File: src/hw/rtl/ct_pkg.sv
// ----------------------------------------------------------------------------
// Columnar transposition package
// Shared types, constants and helpers for the columnar transposition block.
// ----------------------------------------------------------------------------
package ct_pkg;

  localparam int KEY_W     = 6;
  localparam int KEY_MAX   = 32;
  localparam int RES_W     = 6;
  localparam int MAX_RESULTS = 63;
  localparam logic [7:0] PAD_CHAR = 8'h20;

  localparam int CFG_IDX_W  = 1;
  localparam int CFG_DATA_W = 6;
  localparam logic [CFG_IDX_W-1:0] REG_KEY_COLUMNS  = 1'd0;
  localparam logic [CFG_IDX_W-1:0] REG_DECRYPT_MODE = 1'd1;

  typedef struct packed {
    logic [7:0] text_byte;
    logic       last_byte;
  } in_item_t;

  typedef struct packed {
    logic [7:0] out_byte;
    logic       last_out;
    logic       overflow;
  } out_item_t;

  // Classified item handed from the front to the back.
  typedef struct packed {
    logic [7:0] text_byte;
    logic       last_byte;
    logic       keep;
  } cmd_t;

  function automatic logic [KEY_W-1:0] eff_key(input logic [KEY_W-1:0] key);
    logic [KEY_W-1:0] result;
    if (key == '0) begin
      result = KEY_W'(1);
    end else if (key > KEY_W'(KEY_MAX)) begin
      result = KEY_W'(KEY_MAX);
    end else begin
      result = key;
    end
    return result;
  endfunction

endpackage

File: src/hw/rtl/ct_front.sv
// ----------------------------------------------------------------------------
// Columnar transposition front end
// Accepts message bytes and marks each one as kept or dropped by buffer room.
// ----------------------------------------------------------------------------
module ct_front #(
  parameter int BUF_DEPTH = 32
) (
  input  logic             clk,
  input  logic             rst,
  input  logic             in_valid,
  output logic             in_ready,
  input  ct_pkg::in_item_t in_data,
  output logic             push_valid,
  input  logic             push_ready,
  output ct_pkg::cmd_t     push_data
);

  localparam int LEN_W = $clog2(BUF_DEPTH + 1);

  logic [LEN_W-1:0] count;
  logic             keep;

  assign keep       = count < LEN_W'(BUF_DEPTH);
  assign in_ready   = push_ready;
  assign push_valid = in_valid;

  always_comb begin
    push_data.text_byte = in_data.text_byte;
    push_data.last_byte = in_data.last_byte;
    push_data.keep      = keep;
  end

  always_ff @(posedge clk) begin
    if (rst) begin
      count <= '0;
    end else if (in_valid && push_ready) begin
      if (in_data.last_byte) begin
        count <= '0;
      end else if (keep) begin
        count <= count + LEN_W'(1);
      end
    end
  end

endmodule

File: src/hw/rtl/ct_queue.sv
// ----------------------------------------------------------------------------
// Columnar transposition command queue
// Two-entry queue between the front end and the run engine.
// ----------------------------------------------------------------------------
module ct_queue (
  input  logic         clk,
  input  logic         rst,
  input  logic         push_valid,
  output logic         push_ready,
  input  ct_pkg::cmd_t push_data,
  output logic         pop_valid,
  input  logic         pop_ready,
  output ct_pkg::cmd_t pop_data
);

  ct_pkg::cmd_t entries [2];
  logic         wptr;
  logic         rptr;
  logic [1:0]   count;
  logic         do_push;
  logic         do_pop;

  assign push_ready = count != 2'd2;
  assign pop_valid  = count != 2'd0;
  assign pop_data   = entries[rptr];
  assign do_push    = push_valid && push_ready;
  assign do_pop     = pop_valid && pop_ready;

  always_ff @(posedge clk) begin
    if (do_push) begin
      entries[wptr] <= push_data;
    end
  end

  always_ff @(posedge clk) begin
    if (rst) begin
      wptr  <= 1'b0;
      rptr  <= 1'b0;
      count <= 2'd0;
    end else begin
      if (do_push) begin
        wptr <= ~wptr;
      end
      if (do_pop) begin
        rptr <= ~rptr;
      end
      if (do_push && !do_pop) begin
        count <= count + 2'd1;
      end else if (do_pop && !do_push) begin
        count <= count - 2'd1;
      end
    end
  end

endmodule

File: src/hw/rtl/ct_back.sv
// ----------------------------------------------------------------------------
// Columnar transposition run engine
// Buffers the message, divides length by key, then streams the permuted run.
// ----------------------------------------------------------------------------
module ct_back #(
  parameter int BUF_DEPTH = 32
) (
  input  logic                     clk,
  input  logic                     rst,
  input  logic                     cmd_valid,
  output logic                     cmd_ready,
  input  ct_pkg::cmd_t             cmd,
  input  logic [ct_pkg::KEY_W-1:0] key_columns,
  input  logic                     decrypt_mode,
  output logic                     out_valid,
  input  logic                     out_ready,
  output ct_pkg::out_item_t        out_data
);

  localparam int ADDR_W = $clog2(BUF_DEPTH);
  localparam int LEN_W  = $clog2(BUF_DEPTH + 1);
  localparam int POS_W  = $clog2(BUF_DEPTH + ct_pkg::KEY_MAX);
  localparam int STEP_W = $clog2(LEN_W + 1);
  localparam int KEY_W  = ct_pkg::KEY_W;
  localparam int RES_W  = ct_pkg::RES_W;

  typedef enum logic [1:0] {
    ST_LOAD,
    ST_DIV,
    ST_SETUP,
    ST_RUN
  } state_t;

  logic [7:0] mem [BUF_DEPTH];

  state_t             state;
  logic [LEN_W-1:0]   fill_count;
  logic               overflow_seen;
  logic [LEN_W-1:0]   len;
  logic [LEN_W-1:0]   div_num;
  logic [KEY_W-1:0]   div_rem;
  logic [LEN_W-1:0]   div_quo;
  logic [STEP_W-1:0]  div_step;
  logic [LEN_W-1:0]   rows;
  logic [RES_W-1:0]   total;
  logic [RES_W-1:0]   k;
  logic [POS_W-1:0]   p;
  logic [POS_W-1:0]   base;
  logic [KEY_W-1:0]   c;
  logic [LEN_W-1:0]   r;

  logic               rd_valid;
  logic [7:0]         rd_byte;
  logic               rd_pad;
  logic               rd_last;
  logic               rd_ovf;

  logic [KEY_W-1:0]   keff;
  logic               pop;
  logic               issue;
  logic               rd_move;
  logic [POS_W-1:0]   pos;
  logic               pos_pad;
  logic               is_last;
  logic [KEY_W-1:0]   div_trial;
  logic               div_ge;
  logic [POS_W-1:0]   padded;
  logic [POS_W-1:0]   total_full;
  logic [LEN_W-1:0]   load_len;

  assign keff      = ct_pkg::eff_key(key_columns);
  assign cmd_ready = state == ST_LOAD;
  assign pop       = cmd_valid && cmd_ready;
  assign rd_move   = rd_valid && (!out_valid || out_ready);
  assign issue     = (state == ST_RUN) && (!rd_valid || rd_move);
  assign pos       = decrypt_mode ? (base + POS_W'(r)) : p;
  assign pos_pad   = pos >= POS_W'(len);
  assign is_last   = ({1'b0, k} + (RES_W + 1)'(1)) == {1'b0, total};
  assign load_len  = fill_count + LEN_W'(cmd.keep);

  assign div_trial = {div_rem[KEY_W-2:0], div_num[LEN_W-1]};
  assign div_ge    = div_trial >= keff;

  assign padded     = (div_rem != '0) ? (POS_W'(len) + POS_W'(keff - div_rem)) : POS_W'(len);
  assign total_full = decrypt_mode ? POS_W'(len) : padded;

  always_ff @(posedge clk) begin
    if (pop && cmd.keep) begin
      mem[fill_count[ADDR_W-1:0]] <= cmd.text_byte;
    end
  end

  always_ff @(posedge clk) begin
    if (issue) begin
      rd_byte <= mem[pos[ADDR_W-1:0]];
    end
  end

  always_ff @(posedge clk) begin
    if (rst) begin
      state         <= ST_LOAD;
      fill_count    <= '0;
      overflow_seen <= 1'b0;
      rd_valid      <= 1'b0;
      out_valid     <= 1'b0;
    end else begin
      case (state)
        ST_LOAD: begin
          if (pop) begin
            if (cmd.keep) begin
              fill_count <= fill_count + LEN_W'(1);
            end else begin
              overflow_seen <= 1'b1;
            end
            if (cmd.last_byte) begin
              len      <= load_len;
              div_num  <= load_len;
              div_rem  <= '0;
              div_quo  <= '0;
              div_step <= '0;
              state    <= ST_DIV;
            end
          end
        end
        ST_DIV: begin
          div_num <= {div_num[LEN_W-2:0], 1'b0};
          div_quo <= {div_quo[LEN_W-2:0], div_ge};
          div_rem <= div_ge ? (div_trial - keff) : div_trial;
          div_step <= div_step + STEP_W'(1);
          if (div_step == STEP_W'(LEN_W - 1)) begin
            state <= ST_SETUP;
          end
        end
        ST_SETUP: begin
          rows  <= div_quo + LEN_W'(div_rem != '0);
          total <= (total_full > POS_W'(ct_pkg::MAX_RESULTS)) ?
                   RES_W'(ct_pkg::MAX_RESULTS) : total_full[RES_W-1:0];
          k     <= '0;
          p     <= '0;
          base  <= '0;
          c     <= '0;
          r     <= '0;
          state <= ST_RUN;
        end
        ST_RUN: begin
          if (issue) begin
            k <= k + RES_W'(1);
            if (decrypt_mode) begin
              if (c == keff - KEY_W'(1)) begin
                c    <= '0;
                base <= '0;
                r    <= r + LEN_W'(1);
              end else begin
                c    <= c + KEY_W'(1);
                base <= base + POS_W'(div_quo) + POS_W'(c < div_rem);
              end
            end else begin
              if (r == rows - LEN_W'(1)) begin
                r <= '0;
                c <= c + KEY_W'(1);
                p <= POS_W'(c) + POS_W'(1);
              end else begin
                r <= r + LEN_W'(1);
                p <= p + POS_W'(keff);
              end
            end
            if (is_last) begin
              fill_count    <= '0;
              overflow_seen <= 1'b0;
              state         <= ST_LOAD;
            end
          end
        end
        default: begin
          state <= ST_LOAD;
        end
      endcase

      if (issue) begin
        rd_valid <= 1'b1;
        rd_pad   <= pos_pad;
        rd_last  <= is_last;
        rd_ovf   <= overflow_seen;
      end else if (rd_move) begin
        rd_valid <= 1'b0;
      end

      if (rd_move) begin
        out_valid         <= 1'b1;
        out_data.out_byte <= rd_pad ? ct_pkg::PAD_CHAR : rd_byte;
        out_data.last_out <= rd_last;
        out_data.overflow <= rd_ovf;
      end else if (out_ready) begin
        out_valid <= 1'b0;
      end
    end
  end

endmodule

File: src/hw/rtl/columnar_transposition_top.sv
// ----------------------------------------------------------------------------
// Columnar transposition top level
// Buffers one message and emits it permuted by a columnar transposition key.
// ----------------------------------------------------------------------------
// Loading takes one byte per cycle while the engine loads; a two-entry queue parts input from
// the engine. After the final byte, a bit-serial length-by-key division, the run setup and
// the registered buffer read come before out_valid rises.
// The run then streams one result per cycle while the output is taken.
// Reset clears control state and sets key_columns to 1 and decrypt_mode to 0.
// The message buffer is not cleared; only entries written for the current message are read.
module columnar_transposition_top #(
  parameter int BUF_DEPTH = 32
) (
  input  logic                          clk,
  input  logic                          rst,
  input  logic                          in_valid,
  output logic                          in_ready,
  input  ct_pkg::in_item_t              in_data,
  output logic                          out_valid,
  input  logic                          out_ready,
  output ct_pkg::out_item_t             out_data,
  input  logic                          cfg_wr_en,
  input  logic [ct_pkg::CFG_IDX_W-1:0]  cfg_index,
  input  logic [ct_pkg::CFG_DATA_W-1:0] cfg_wdata
);

  logic [ct_pkg::KEY_W-1:0] key_columns;
  logic                     decrypt_mode;

  logic         push_valid;
  logic         push_ready;
  ct_pkg::cmd_t push_data;
  logic         pop_valid;
  logic         pop_ready;
  ct_pkg::cmd_t pop_data;

  always_ff @(posedge clk) begin
    if (rst) begin
      key_columns  <= ct_pkg::KEY_W'(1);
      decrypt_mode <= 1'b0;
    end else if (cfg_wr_en) begin
      case (cfg_index)
        ct_pkg::REG_KEY_COLUMNS:  key_columns  <= cfg_wdata[ct_pkg::KEY_W-1:0];
        ct_pkg::REG_DECRYPT_MODE: decrypt_mode <= cfg_wdata[0];
        default: begin
        end
      endcase
    end
  end

  ct_front #(
    .BUF_DEPTH (BUF_DEPTH)
  ) u_front (
    .clk        (clk),
    .rst        (rst),
    .in_valid   (in_valid),
    .in_ready   (in_ready),
    .in_data    (in_data),
    .push_valid (push_valid),
    .push_ready (push_ready),
    .push_data  (push_data)
  );

  ct_queue u_queue (
    .clk        (clk),
    .rst        (rst),
    .push_valid (push_valid),
    .push_ready (push_ready),
    .push_data  (push_data),
    .pop_valid  (pop_valid),
    .pop_ready  (pop_ready),
    .pop_data   (pop_data)
  );

  ct_back #(
    .BUF_DEPTH (BUF_DEPTH)
  ) u_back (
    .clk          (clk),
    .rst          (rst),
    .cmd_valid    (pop_valid),
    .cmd_ready    (pop_ready),
    .cmd          (pop_data),
    .key_columns  (key_columns),
    .decrypt_mode (decrypt_mode),
    .out_valid    (out_valid),
    .out_ready    (out_ready),
    .out_data     (out_data)
  );

endmodule
File: config.mk
export PLATFORM = sky130hd
export DESIGN_NAME = columnar_transposition_top
export DESIGN_NICKNAME = d
export VERILOG_FILES = /design/src/hw/rtl/ct_pkg.sv /design/src/hw/rtl/ct_front.sv /design/src/hw/rtl/ct_queue.sv /design/src/hw/rtl/ct_back.sv /design/src/hw/rtl/columnar_transposition_top.sv
export SDC_FILE = /design/constraint.sdc
export NUM_CORES = 1
export LEC_CHECK = 0
export BUFFER_PORTS_ARGS = -buffer_cell sky130_fd_sc_hd__buf_2
export CAP_MARGIN = 20
export CORE_MARGIN = 3
export CORE_UTILIZATION = 56
export CTS_BUF_LIST = sky130_fd_sc_hd__clkbuf_2 sky130_fd_sc_hd__clkbuf_4 sky130_fd_sc_hd__clkbuf_8
export DETAILED_ROUTE_END_ITERATION = 12
export PLACE_DENSITY = 0.72
export REMOVE_ABC_BUFFERS = 1
export SLEW_MARGIN = 20
export SYNTH_ARGS = -nofsm -noshare
export SYNTH_HDL_FRONTEND = slang
export SYNTH_SLANG_ARGS = --single-unit
File: constraint.sdc
create_clock -name clk -period 4.5 [get_ports clk]
set_clock_uncertainty 0.15 [all_clocks]
set_input_delay 0.675 -clock clk [delete_from_list [all_inputs] [get_ports clk]]
set_output_delay 0.675 -clock clk [all_outputs]
set_load 0.05 [all_outputs]
==> reports/results.txt, run 1 <==
ANT cells: 0
Highest Clock Rate: 302.6 MHz
Rows: 65
vias per cell: 5.796
xor and xnor area share after synthesis: 3.052%
P per Cell Area: 479.1 nW/um2
Main synth FF type: edfxtp_1
CTS Hold Bufs: 0
Critical Path Fanout Max: 5
CTS root buf: clkbuf_8
Port-buffer cells: 32
startpoint types: flop
nets: 1705
Async SR Flop Fraction: 0%
vias in the first global route: 11.82k
Pre-antenna DRT Iters: 7
Slew Limit Headroom: 32.82%
Reg-to-Reg Start: u_back.div_rem[1]
clk slew on worst S/H paths: 60 ps
total CTS buffers: 60
Skew-Pair Late Insertion Delay: 620 ps
Synth Register Bits: 395
worst ir drop on vdd: 0.0004683 V
first-pass GRT wire length: 64440 um
DP Wirelength: 25930 um
area taken by multi-input logic gates: 6312 um2
antenna violations before repair: 0
core area: 31960 um2
boundary pin count: 33
DP Worst Slack: 1267 ps
RD Place Congestion: 0.8884
Die Y: 187.1 um
average size of a mapped cell: 11.59 um2
Synth Area in Compound Gates: 8.673%
pin count of the biggest net entering global routing: 129
gr usage total: 23.18%
Worst-Margin Slew: 997.1 ps
CTS Buffer Depth: 3
unrepaired setup endpoints after global routing: false
post-synth top area cell: edfxtp_1
CTS resizes: 0
Post-synth EDFFs: 366
total grt overflow: 0
share of cells above drive strength 1: 9.724%
Worst Path Required: 4700 ps
CP Class: reg -> reg
Post-Route M1 WL: 18150 um
Worst R2R Path Depth: 14
Synth area leaders: edfxtp_1 60%, nand2_1 7.5%, ha_1 4.0%, dfxtp_1 3.2%, o211ai_1 2.8%
Critical Path AT: 3500 ps
1st-iter DRT viols: 1201
Final Cell Area: 20090 um2
status: complete, no violations
Final Max Tran Viols: 0
number of library cell types mapped by synthesis: 65
placed cell area: 18950 um2
Reg2Reg Setup Slack: 1190 ps
Final setup viols: 0
final WL: 41040 um
drt drc: 0
Min-Delay Path Class: in -> reg
routed vias: 12.18k
CTS tree: yes
CP Launch Point: u_back.div_rem[1]
area grow syn2layout: 9.395%
die area: 35000 um2
Post-CTS Setup Inserts: 0
crit path capture: u_back.base[5]
Max-Cap Viols: 0
CTS Sinks: 395
part of the cycle the worst path needs: 73.44%
H-tree Lvls: 2
setup ws final: 1195 ps
Top Layer Used: met4
synth warn: 0
top-area cell type share of the netlist area: 59.84%
cells after synthesis: 1584
antenna viol nets, final: 0
largest family of logic cells by synthesized area: simple AND/OR/NAND/NOR gates
simple logic cell fraction of the synthesized area: 15.60%
mux share of post-synthesis cell area: 1.737%
post-synthesis cell area: 18370 um2
Final Critical Period: 3305 ps
Post-Synth Adder-Cell Area: 5.042%
Die X: 187.1 um
met2 wire length: 18660 um
post-layout util: 62.86%
FF-to-FF End: u_back.base[5]
Routed WL per cell: 19.53 um
setup_tns: 0 ps
WHS: 82.99 ps
met3 WL: 3169 um
Seq. cell area: 11570 um2
final hold violation count: 0
Starting Density: 57.46%
post-synthesis sequential area ratio: 63.01%
Worst setup EP type: flop
Pleak: 0.007379 uW
fill cell count: 2461
==> cell families after synthesis <==
logic type                 after synthesis
AOI/OAI and AO/OA                      237
xor gates and xnor gates                64
adders and majority gates               68
buffers and inverters                  138
DFF                                    395
muxes                                   30
and+or+nand+nor                        652
==> per-stage QoR <==
stage          cells  total power (uW)
3_3_place_gp    1989              6809
3_5_place_dp    1989              6874
5_1_grt         2101             10090
6_report        2101              9625
4_1_cts         2101              9651
2_1_floorplan   1511              6213
==> state kept, by name, summed over array words and instances (netlist names), 8 cells and up, named ones only <==
signal / count
u_back.mem: 256
u_back.out_data: 10
u_queue.entries: 20
u_back.rd_byte: 8
==> placed cells by master, fill, tap and decap left out, types with 6 or more instances in the layout <==
cell        n
xnor2_1    42
nand2b_1   10
inv_1      61
and2_1     14
mux2i_1    13
nor2b_1    27
o211ai_1   68
nand3_1    85
fa_1       10
clkinv_1   24
or3_1       6
ha_1       58
clkbuf_8   61
xor2_1     22
clkinv_2    9
buf_4       8
clkbuf_4   17
o21ai_0    61
buf_2      32
nor3_1     14
dfxtp_1    29
nand2_1   368
mux2_2     14
nand3b_1    6
and4_1      8
nor2_1     93
a21o_1     18
a21oi_1    35
edfxtp_1  366
==> worst max-delay path, stage by stage, from the launching register on <==
cell	delay, ps
edfxtp_1	480
inv_1	80
ha_1	280
a21o_1	150
a21o_1	170
a21o_1	180
a21o_1	170
a21o_1	180
fa_1	400
nor2b_1	130
o21ai_0	120
a21oi_1	220
o21a_1	160
or3_1	110
a21boi_1	60
==> worst min path at each step <==
stage,from,end,slack [ps],cells past startpoint
after floorplan,u_back.rd_ovf,u_back.out_data[0],250,0
after global placement,u_back.rd_last,u_back.out_data[1],270,0
after detailed placement,u_back.rd_last,u_back.out_data[1],280,0
after CTS,in_data[6],u_queue.entries[1][7],50,1
after global routing,in_data[6],u_queue.entries[1][7],70,1
final,in_data[6],u_queue.entries[1][7],80,1
==> power by group <==
group | total, uW | switching, uW | internal, uW | leakage (uW)
Clock | 2800 | 1380 | 1420 | 0.000605
Combinational | 2120 | 1420 | 699 | 0.00324
Sequential | 4710 | 182 | 4530 | 0.00353
Total | 9620 | 2980 | 6650 | 0.00738
==> Yosys cell counts (4+ instances only) <==
cell type,n
a211o_1,5
a21o_1,18
a21oi_1,35
a22oi_1,4
a31oi_1,4
and2_1,14
and4_1,8
buf_1,21
buf_2,10
clkbuf_1,42
dfxtp_1,29
edfxtp_1,366
fa_1,10
ha_1,58
inv_1,61
mux2_2,14
mux2i_1,15
nand2_1,368
nand2b_1,10
nand3_1,85
nand3b_1,6
nor2_1,94
nor2b_1,27
nor3_1,15
nor3b_1,4
o211ai_1,68
o21a_1,5
o21ai_0,61
o21ai_1,4
o31ai_1,4
or3_1,6
xnor2_1,42
xor2_1,22
==> layout make-up <==
cell class | count | share of cell area, %
clock buffers | 78 | 4.814
clock inverters | 34 | 0.8470
inverters | 65 | 1.221
multi-input cells | 1051 | 31.42
flip-flops and latches | 395 | 57.59
well taps | 435 | 2.709
repair buffers | 43 | 1.395
==> per-layer routing <==
layer / vias up / global-route usage (%)
li1: 5721 / -
met1: 5896 / 33.94
met2: 486 / 35.64
met3: 74 / 4.104
met4: 0 / 7.444
met5: - / 0
No activity file was read; power rests on OpenSTA's default activity.
==> inputs of run 2 (changes only) <==
--- a/config.mk
+++ b/config.mk
@@ -5,6 +5,7 @@
 export SDC_FILE = /design/constraint.sdc
 export NUM_CORES = 1
 export LEC_CHECK = 0
+export ABC_AREA = 1
 export BUFFER_PORTS_ARGS = -buffer_cell sky130_fd_sc_hd__buf_2
 export CAP_MARGIN = 20
 export CORE_MARGIN = 3
==> constraint.sdc (replaced) <==
create_clock -name clk -period 3.2 [get_ports clk]
set_clock_uncertainty 0.15 [all_clocks]
set_input_delay 0.48 -clock clk [delete_from_list [all_inputs] [get_ports clk]]
set_output_delay 0.48 -clock clk [all_outputs]
set_load 0.05 [all_outputs]
==> run 2 against run 1 <==
  * First-iteration DRC count is 12% higher
  * Area after synthesis decreased by 1.4%
  * Final cell count grew 5.4%
  * Global-route usage up 0.74 points
  * Highest routed layer unchanged
  * Worst setup slack worse by 870 ps
==> reports/results.txt, run 2 <==
status: complete, no violations
Main synth FF type: edfxtp_1
Routed WL per cell: 18.41 um (-5.7%)
Min-Delay Path Class: in -> reg
Die Y: 185.8 um (-0.70%)
Reg2Reg Setup Slack: 330 ps (-870 ps)
Max-Cap Viols: 0 (unchanged)
clk slew on worst S/H paths: 60 ps (about the same)
FF-to-FF End: u_back.base[4]
gr usage total: 23.92% (+0.74 points)
Skew-Pair Late Insertion Delay: 590 ps (-30 ps)
nets: 1850 (+8.5%)
Critical Path AT: 3040 ps (-460 ps)
crit path capture: u_back.base[4]
CTS Buffer Depth: 3 (unchanged)
routed vias: 12.54k (+3.0%)
boundary pin count: 33 (unchanged)
Highest Clock Rate: 348.4 MHz (+15%)
DP Wirelength: 25560 um (-1.5%)
post-synthesis sequential area ratio: 63.93% (+0.92 points)
part of the cycle the worst path needs: 89.70% (+16 points)
synth warn: 0 (unchanged)
Pre-antenna DRT Iters: 5 (-2)
Post-synth top cells: 366 x edfxtp_1, 249 x nor2_1, 248 x nand2_1, 151 x o21ai_0, 130 x inv_1
simple logic cell fraction of the synthesized area: 14.29% (-1.3 points)
Pleak: 0.007829 uW (+6.1%)
Synth Register Bits: 395 (unchanged)
vias in the first global route: 12.11k (+2.4%)
WHS: 23.27 ps (-59.72 ps)
antenna viol nets, final: 0 (unchanged)
CP Class: reg -> reg
largest family of logic cells by synthesized area: simple AND/OR/NAND/NOR gates
vias per cell: 5.663 (-2.3%)
Synth Area in Compound Gates: 9.229% (+0.56 points)
Worst setup EP type: flop
Synth area leaders: edfxtp_1 61%, nor2_1 5.2%, nand2_1 5.1%, o21ai_0 4.2%, ha_1 4.0%
Reg-to-Reg Start: u_back.c[3]
Slew Limit Headroom: 45.28% (+12 points)
Worst R2R Path Depth: 13 (-1)
core area: 31720 um2 (-0.76%)
RD Place Congestion: 0.8753 (-1.5%)
max reg flops: 256 (unchanged)
top-area cell type share of the netlist area: 60.72% (+0.88 points)
Final Max Tran Viols: 0 (unchanged)
Worst-Margin Slew: 817.8 ps (-179.3 ps)
Worst Path Required: 3370 ps (-1330 ps)
fill cell count: 2428 (-1.3%)
startpoint types: flop
Die X: 185.8 um (-0.70%)
Port-buffer cells: 32 (unchanged)
CTS tree: yes
Post-CTS Setup Inserts: 0 (unchanged)
final WL: 40780 um (-0.63%)
first-pass GRT wire length: 64010 um (-0.66%)
post-synthesis cell area: 18100 um2 (-1.4%)
count leader, synth: edfxtp_1
total grt overflow: 0 (unchanged)
total CTS buffers: 67 (+12%)
post-synth top area cell: edfxtp_1
share of cells above drive strength 1: 12.52% (+2.8 points)
CTS root buf: clkbuf_8
drt drc: 0 (unchanged)
mux share of post-synthesis cell area: 0% (-1.7 points)
die area: 34510 um2 (-1.4%)
setup_tns: 0 ps (unchanged)
average size of a mapped cell: 10.99 um2 (-5.2%)
Final setup viols: 0 (unchanged)
P per Cell Area: 721.4 nW/um2 (+51%)
unrepaired setup endpoints after global routing: false
Rows: 65 (unchanged)
H-tree Lvls: 3 (+1)
Starting Density: 57.07% (-0.39 points)
Critical Path Fanout Max: 5 (unchanged)
worst ir drop on vdd: 0.0005648 V (+21%)
number of library cell types mapped by synthesis: 44 (-32%)
Post-Synth Adder-Cell Area: 5.115% (+0.074 points)
area grow syn2layout: 12.45%
ANT cells: 0 (unchanged)
xor and xnor area share after synthesis: 2.641% (-0.41 points)
Post-synth EDFFs: 366 (unchanged)
final hold violation count: 0 (unchanged)
commonest non-fill, non-tap cell in the layout: edfxtp_1
Async SR Flop Fraction: 0% (unchanged)
antenna violations before repair: 0 (unchanged)
1st-iter DRT viols: 1345 (+12%)
pin count of the biggest net entering global routing: 129 (unchanged)
CTS Sinks: 395 (unchanged)
commonest non-fill, non-tap cells in the layout: 366 x edfxtp_1, 249 x nor2_1, 248 x nand2_1
cells after synthesis: 1647 (+4.0%)
Final Critical Period: 2870 ps (-434.6 ps)
CP Launch Point: u_back.c[3]
run 2: logic make-up (layout without fill, tap and decap cells):
group,after synthesis,after routing
AND/OR/NAND/NOR,626,626
adder cells (fa/ha/maj),68,68
AO/OA/AOI/OAI,304,304
XOR/XNOR,53,53
buffers and inverters,201,367
flip-flops,395,395
run 2: how the worst min path moves through the flow:
stage / cells past startpoint / startpoint / to
detailed placement: 0 / u_back.rd_ovf / u_back.out_data[0]
finish: 3 / cfg_wdata[1] / key_columns[1]
global placement: 0 / u_back.rd_ovf / u_back.out_data[0]
global route: 3 / cfg_wdata[1] / key_columns[1]
floorplan: 0 / u_back.rd_ovf / u_back.out_data[0]
CTS: 3 / cfg_wdata[1] / key_columns[1]
run 2: routing by layer:
layer  part of all wire, %  global-route usage, %  vias up
met5                     0                      0        -
met1                    43                  34.67     6018
met2                    46                  37.13      486
met3                   8.4                  4.593       61
met4                   1.8                  7.388        0
li1                      -                      -     5978
run 2: layout make-up:
class	count	area (um2)	area share (%)
clock buffers	90	1114	5.471
well taps	402	503.0	2.471
clock inverters	31	152.6	0.7500
multi-input cells	1051	5678	27.90
repair buffers	110	823.3	4.045
inverters	136	511.7	2.514
flip-flops and latches	395	11570	56.85
run 2: per-stage QoR:
stage	cells	setup slack, ps	utilization (%)	area, um2	power (uW)
after floorplan	1582	-795.0	-	17740	9163
after global placement	2083	399.8	59.83	18980	10340
after detailed placement	2083	383.4	59.83	18980	10460
after CTS	2215	389.7	64.17	20350	14700
after global routing	2215	164.8	64.17	20350	15440
final	2215	329.6	64.17	20350	14680
run 2: worst max-delay path, cell delays in order (launching register included):
cell and delay [ps]:
edfxtp_1 460, ha_1 340, nand4_1 90, o221ai_1 300
fa_1 230, inv_1 60, fa_1 390, nand2_1 80
inv_1 50, o21ai_0 150, nand2_1 80, xor2_1 150
inv_1 50, nor2_1 40
run 2: where the power goes:
part / total (uW) / internal [uW] / switching (uW)
Sequential: 6810 / 6590 / 222
Clock: 4250 / 2270 / 1970
Combinational: 3620 / 1080 / 2540
Total: 14700 / 9950 / 4740
run 2: what timing repair did:
item | 4_1_cts | 5_1_grt
hold buffers | 11 | 0
endpoints found under the hold margin | 20 | 0
gates resized for setup | 0 | 0
==> inputs of run 3 (changes only) <==
==> constraint.sdc (replaced) <==
create_clock -name clk -period 3.2 [get_ports clk]
set_clock_uncertainty 0.15 [all_clocks]
set_input_delay 0.16 -clock clk [delete_from_list [all_inputs] [get_ports clk]]
set_output_delay 0.16 -clock clk [all_outputs]
set_load 0.05 [all_outputs]
==> run 3 against run 2 <==
  * Clock power barely moved
  * Global-route usage rose by 0.51 points
  * Sequential power barely moved
  * Critical path type unchanged
  * Non-clock buffer count rose by 18
==> reports/results.txt, run 3 (synthesis results as in run 2) <==
status: complete, no violations
antenna viol nets, final: 0 (unchanged)
pin count of the biggest net entering global routing: 129 (unchanged)
Max-Cap Viols: 0 (unchanged)
Critical Path AT: 3060 ps (+20 ps)
CP Class: reg -> reg
Design Power: 14740 uW (+0.43%)
die area: 34510 um2 (unchanged)
CTS Sinks: 395 (unchanged)
unrepaired setup endpoints after global routing: false
Skew-Pair Late Insertion Delay: 590 ps (about the same)
Final Critical Period: 2895 ps (+25.05 ps)
vias in the first global route: 12.30k (+1.5%)
startpoint types: flop
CTS Buffer Depth: 3 (unchanged)
H-tree Lvls: 3 (unchanged)
commonest non-fill, non-tap cell in the layout: edfxtp_1
Reg-to-Reg Start: u_back.c[3]
Slew Limit Headroom: 44.98% (-0.30 points)
clk slew on worst S/H paths: 60 ps (about the same)
Final Max Tran Viols: 0 (unchanged)
Critical Path Fanout Max: 5 (unchanged)
Comb pwr share: 24.7% (about the same)
Highest Clock Rate: 345.4 MHz (-0.87%)
critical path's most frequent cell: inv_1
Worst R2R Path Depth: 13 (unchanged)
Die X: 185.8 um (unchanged)
DP Wirelength: 25800 um (+0.96%)
Worst Path Required: 3370 ps (about the same)
Net Switching: 4713 uW (-0.47%)
worst ir drop on vdd: 0.0005188 V (-8.1%)
CTS resizes: 0 (unchanged)
DP Worst Slack: 377.2 ps (-6.159 ps)
RD Place Congestion: 0.8826 (+0.83%)
CTS tree: yes
Final Cell Area: 20530 um2 (+0.87%)
commonest non-fill, non-tap cells in the layout: 366 x edfxtp_1, 249 x nor2_1, 248 x nand2_1
final WL: 41580 um (+2.0%)
drt drc: 0 (unchanged)
Worst setup EP type: flop
share of cells above drive strength 1: 12.45% (-0.076 points)
1st-iter DRT viols: 1233 (-8.3%)
Worst Min Path Start: in_data[4]
Pleak: 0.007914 uW (+1.1%)
Slowest-stage cell, CP: edfxtp_1
P per Cell Area: 718.2 nW/um2 (-0.44%)
Clock power frac: 29.0% (about the same)
Die Y: 185.8 um (unchanged)
Worst-Margin Slew: 822.2 ps (+4.411 ps)
critical path's largest stage delay: 460 ps (about the same)
Final setup viols: 0 (unchanged)
Port-buffer cells: 32 (unchanged)
first-pass GRT wire length: 65070 um (+1.7%)
ANT cells: 0 (unchanged)
part of the cycle the worst path needs: 90.48% (+0.78 points)
FF-to-FF End: u_back.base[4]
gr usage total: 24.43% (+0.51 points)
vias per cell: 5.682 (+0.34%)
routed vias: 12.65k (+0.84%)
Pre-antenna DRT Iters: 5 (unchanged)
Worst path top cell family by delay: adder cells
P_int: 10030 uW (+0.86%)
final cell count without fillers: 2226 (+0.50%)
final hold violation count: 0 (unchanged)
max reg flops: 256 (unchanged)
Starting Density: 57.07% (unchanged)
Rows: 65 (unchanged)
nets: 1867 (+0.92%)
CTS root buf: clkbuf_8
CTS Hold Bufs: 30 (+19)
placed cell count: 2082 (-0.048%)
Min-Delay Path Class: in -> reg
total CTS buffers: 66 (-1.5%)
total grt overflow: 0 (unchanged)
core area: 31720 um2 (unchanged)
Reg2Reg Setup Slack: 300 ps (-30 ps)
antenna violations before repair: 0 (unchanged)
area grow syn2layout: 13.42%
Buf+Inv Stages, Crit Path: 3 (unchanged)
placed cell area: 18970 um2 (about the same)
CP cell instances: ha_1 > nand4_1 > o221ai_1 > fa_1 > inv_1 > fa_1 > nand2_1 > inv_1 > o21ai_0 > nand2_1 > xor2_1 > inv_1 > nor2_1
Switching Share: 31.96% (-0.29 points)
boundary pin count: 33 (unchanged)
WHS Endpoint: u_queue.entries[1][5]
Post-CTS Setup Inserts: 0 (unchanged)
Routed WL per cell: 18.68 um (+1.5%)
Worst Hold Path Cells: 2 (-1)
sequential power share: 46.2% (-0.2 points)
setup ws final: 304.5 ps (-25.05 ps)
run 3: changes by cell type in the layout (fill, tap and decap cells not counted), sizes merged:
cell	before	now
buf	99	98
inv	135	136
clkbuf	90	91
clkinv	31	21
bufinv	0	1
dlygate4sd3	11	30
run 3: power by group through the flow:
stage / clock (uW) / sequential (uW) / combinational [uW]
after floorplan: 0 / 6880 / 2280
after global placement: 0 / 6900 / 3440
final: 4280 / 6820 / 3640
after detailed placement: 0 / 6920 / 3550
after global routing: 4610 / 6850 / 4070
after CTS: 4360 / 6810 / 3600
run 3: how the worst max path moves through the flow:
stage                     slack, ps        start             end  cells after the start
after global routing            130  u_back.c[3]  u_back.base[4]                     13
after detailed placement        380  u_back.c[3]  u_back.base[4]                     13
after CTS                       380  u_back.c[3]  u_back.base[4]                     13
after floorplan                -790  u_back.r[0]   u_back.rd_pad                     12
after global placement          400  u_back.c[3]  u_back.base[4]                     13
final                           300  u_back.c[3]  u_back.base[4]                     13
run 3: cell type report:
cell class                      instances  area, um2
Inverter                              136      511.7
Fill cell                            2383      11190
Clock buffer                           91       1115
Clock inverter                         23      145.1
Tap cell                              402      503.0
Timing Repair Buffer                  128       1006
Multi-Input combinational cell       1051       5678
Sequential cell                       395      11570
run 3: metrics by stage:
| stage | hold slack [ps] | util (%) | setup TNS, ps |
|---|---|---|---|
| finish | 152.7 | 64.73 | 0 |
| global route | 136.7 | 64.73 | 0 |
| CTS | 109.7 | 64.73 | 0 |
| detailed placement | 201.1 | 59.81 | 0 |
| global placement | 197.0 | 59.81 | 0 |
| floorplan | 79.07 | - | -3297 |
run 3: routing by layer:
metal	share of wire (%)	up-vias	wire length, um	global-route usage (%)
met5	0	-	0	0
met4	1.8	0	759	6.762
met3	8.8	70	3643	4.710
met2	47	527	19660	39.29
met1	42	6055	17510	34.52
li1	-	5996	-	-
run 3: worst reg2reg max path: cells and delay by family (launching register included):
family	cells	cell delay [ps]
xor+xnor	1	140
buf+inv	3	160
compound gates	2	440
fa+ha+maj	3	980
flops	1	460
simple gates	4	310
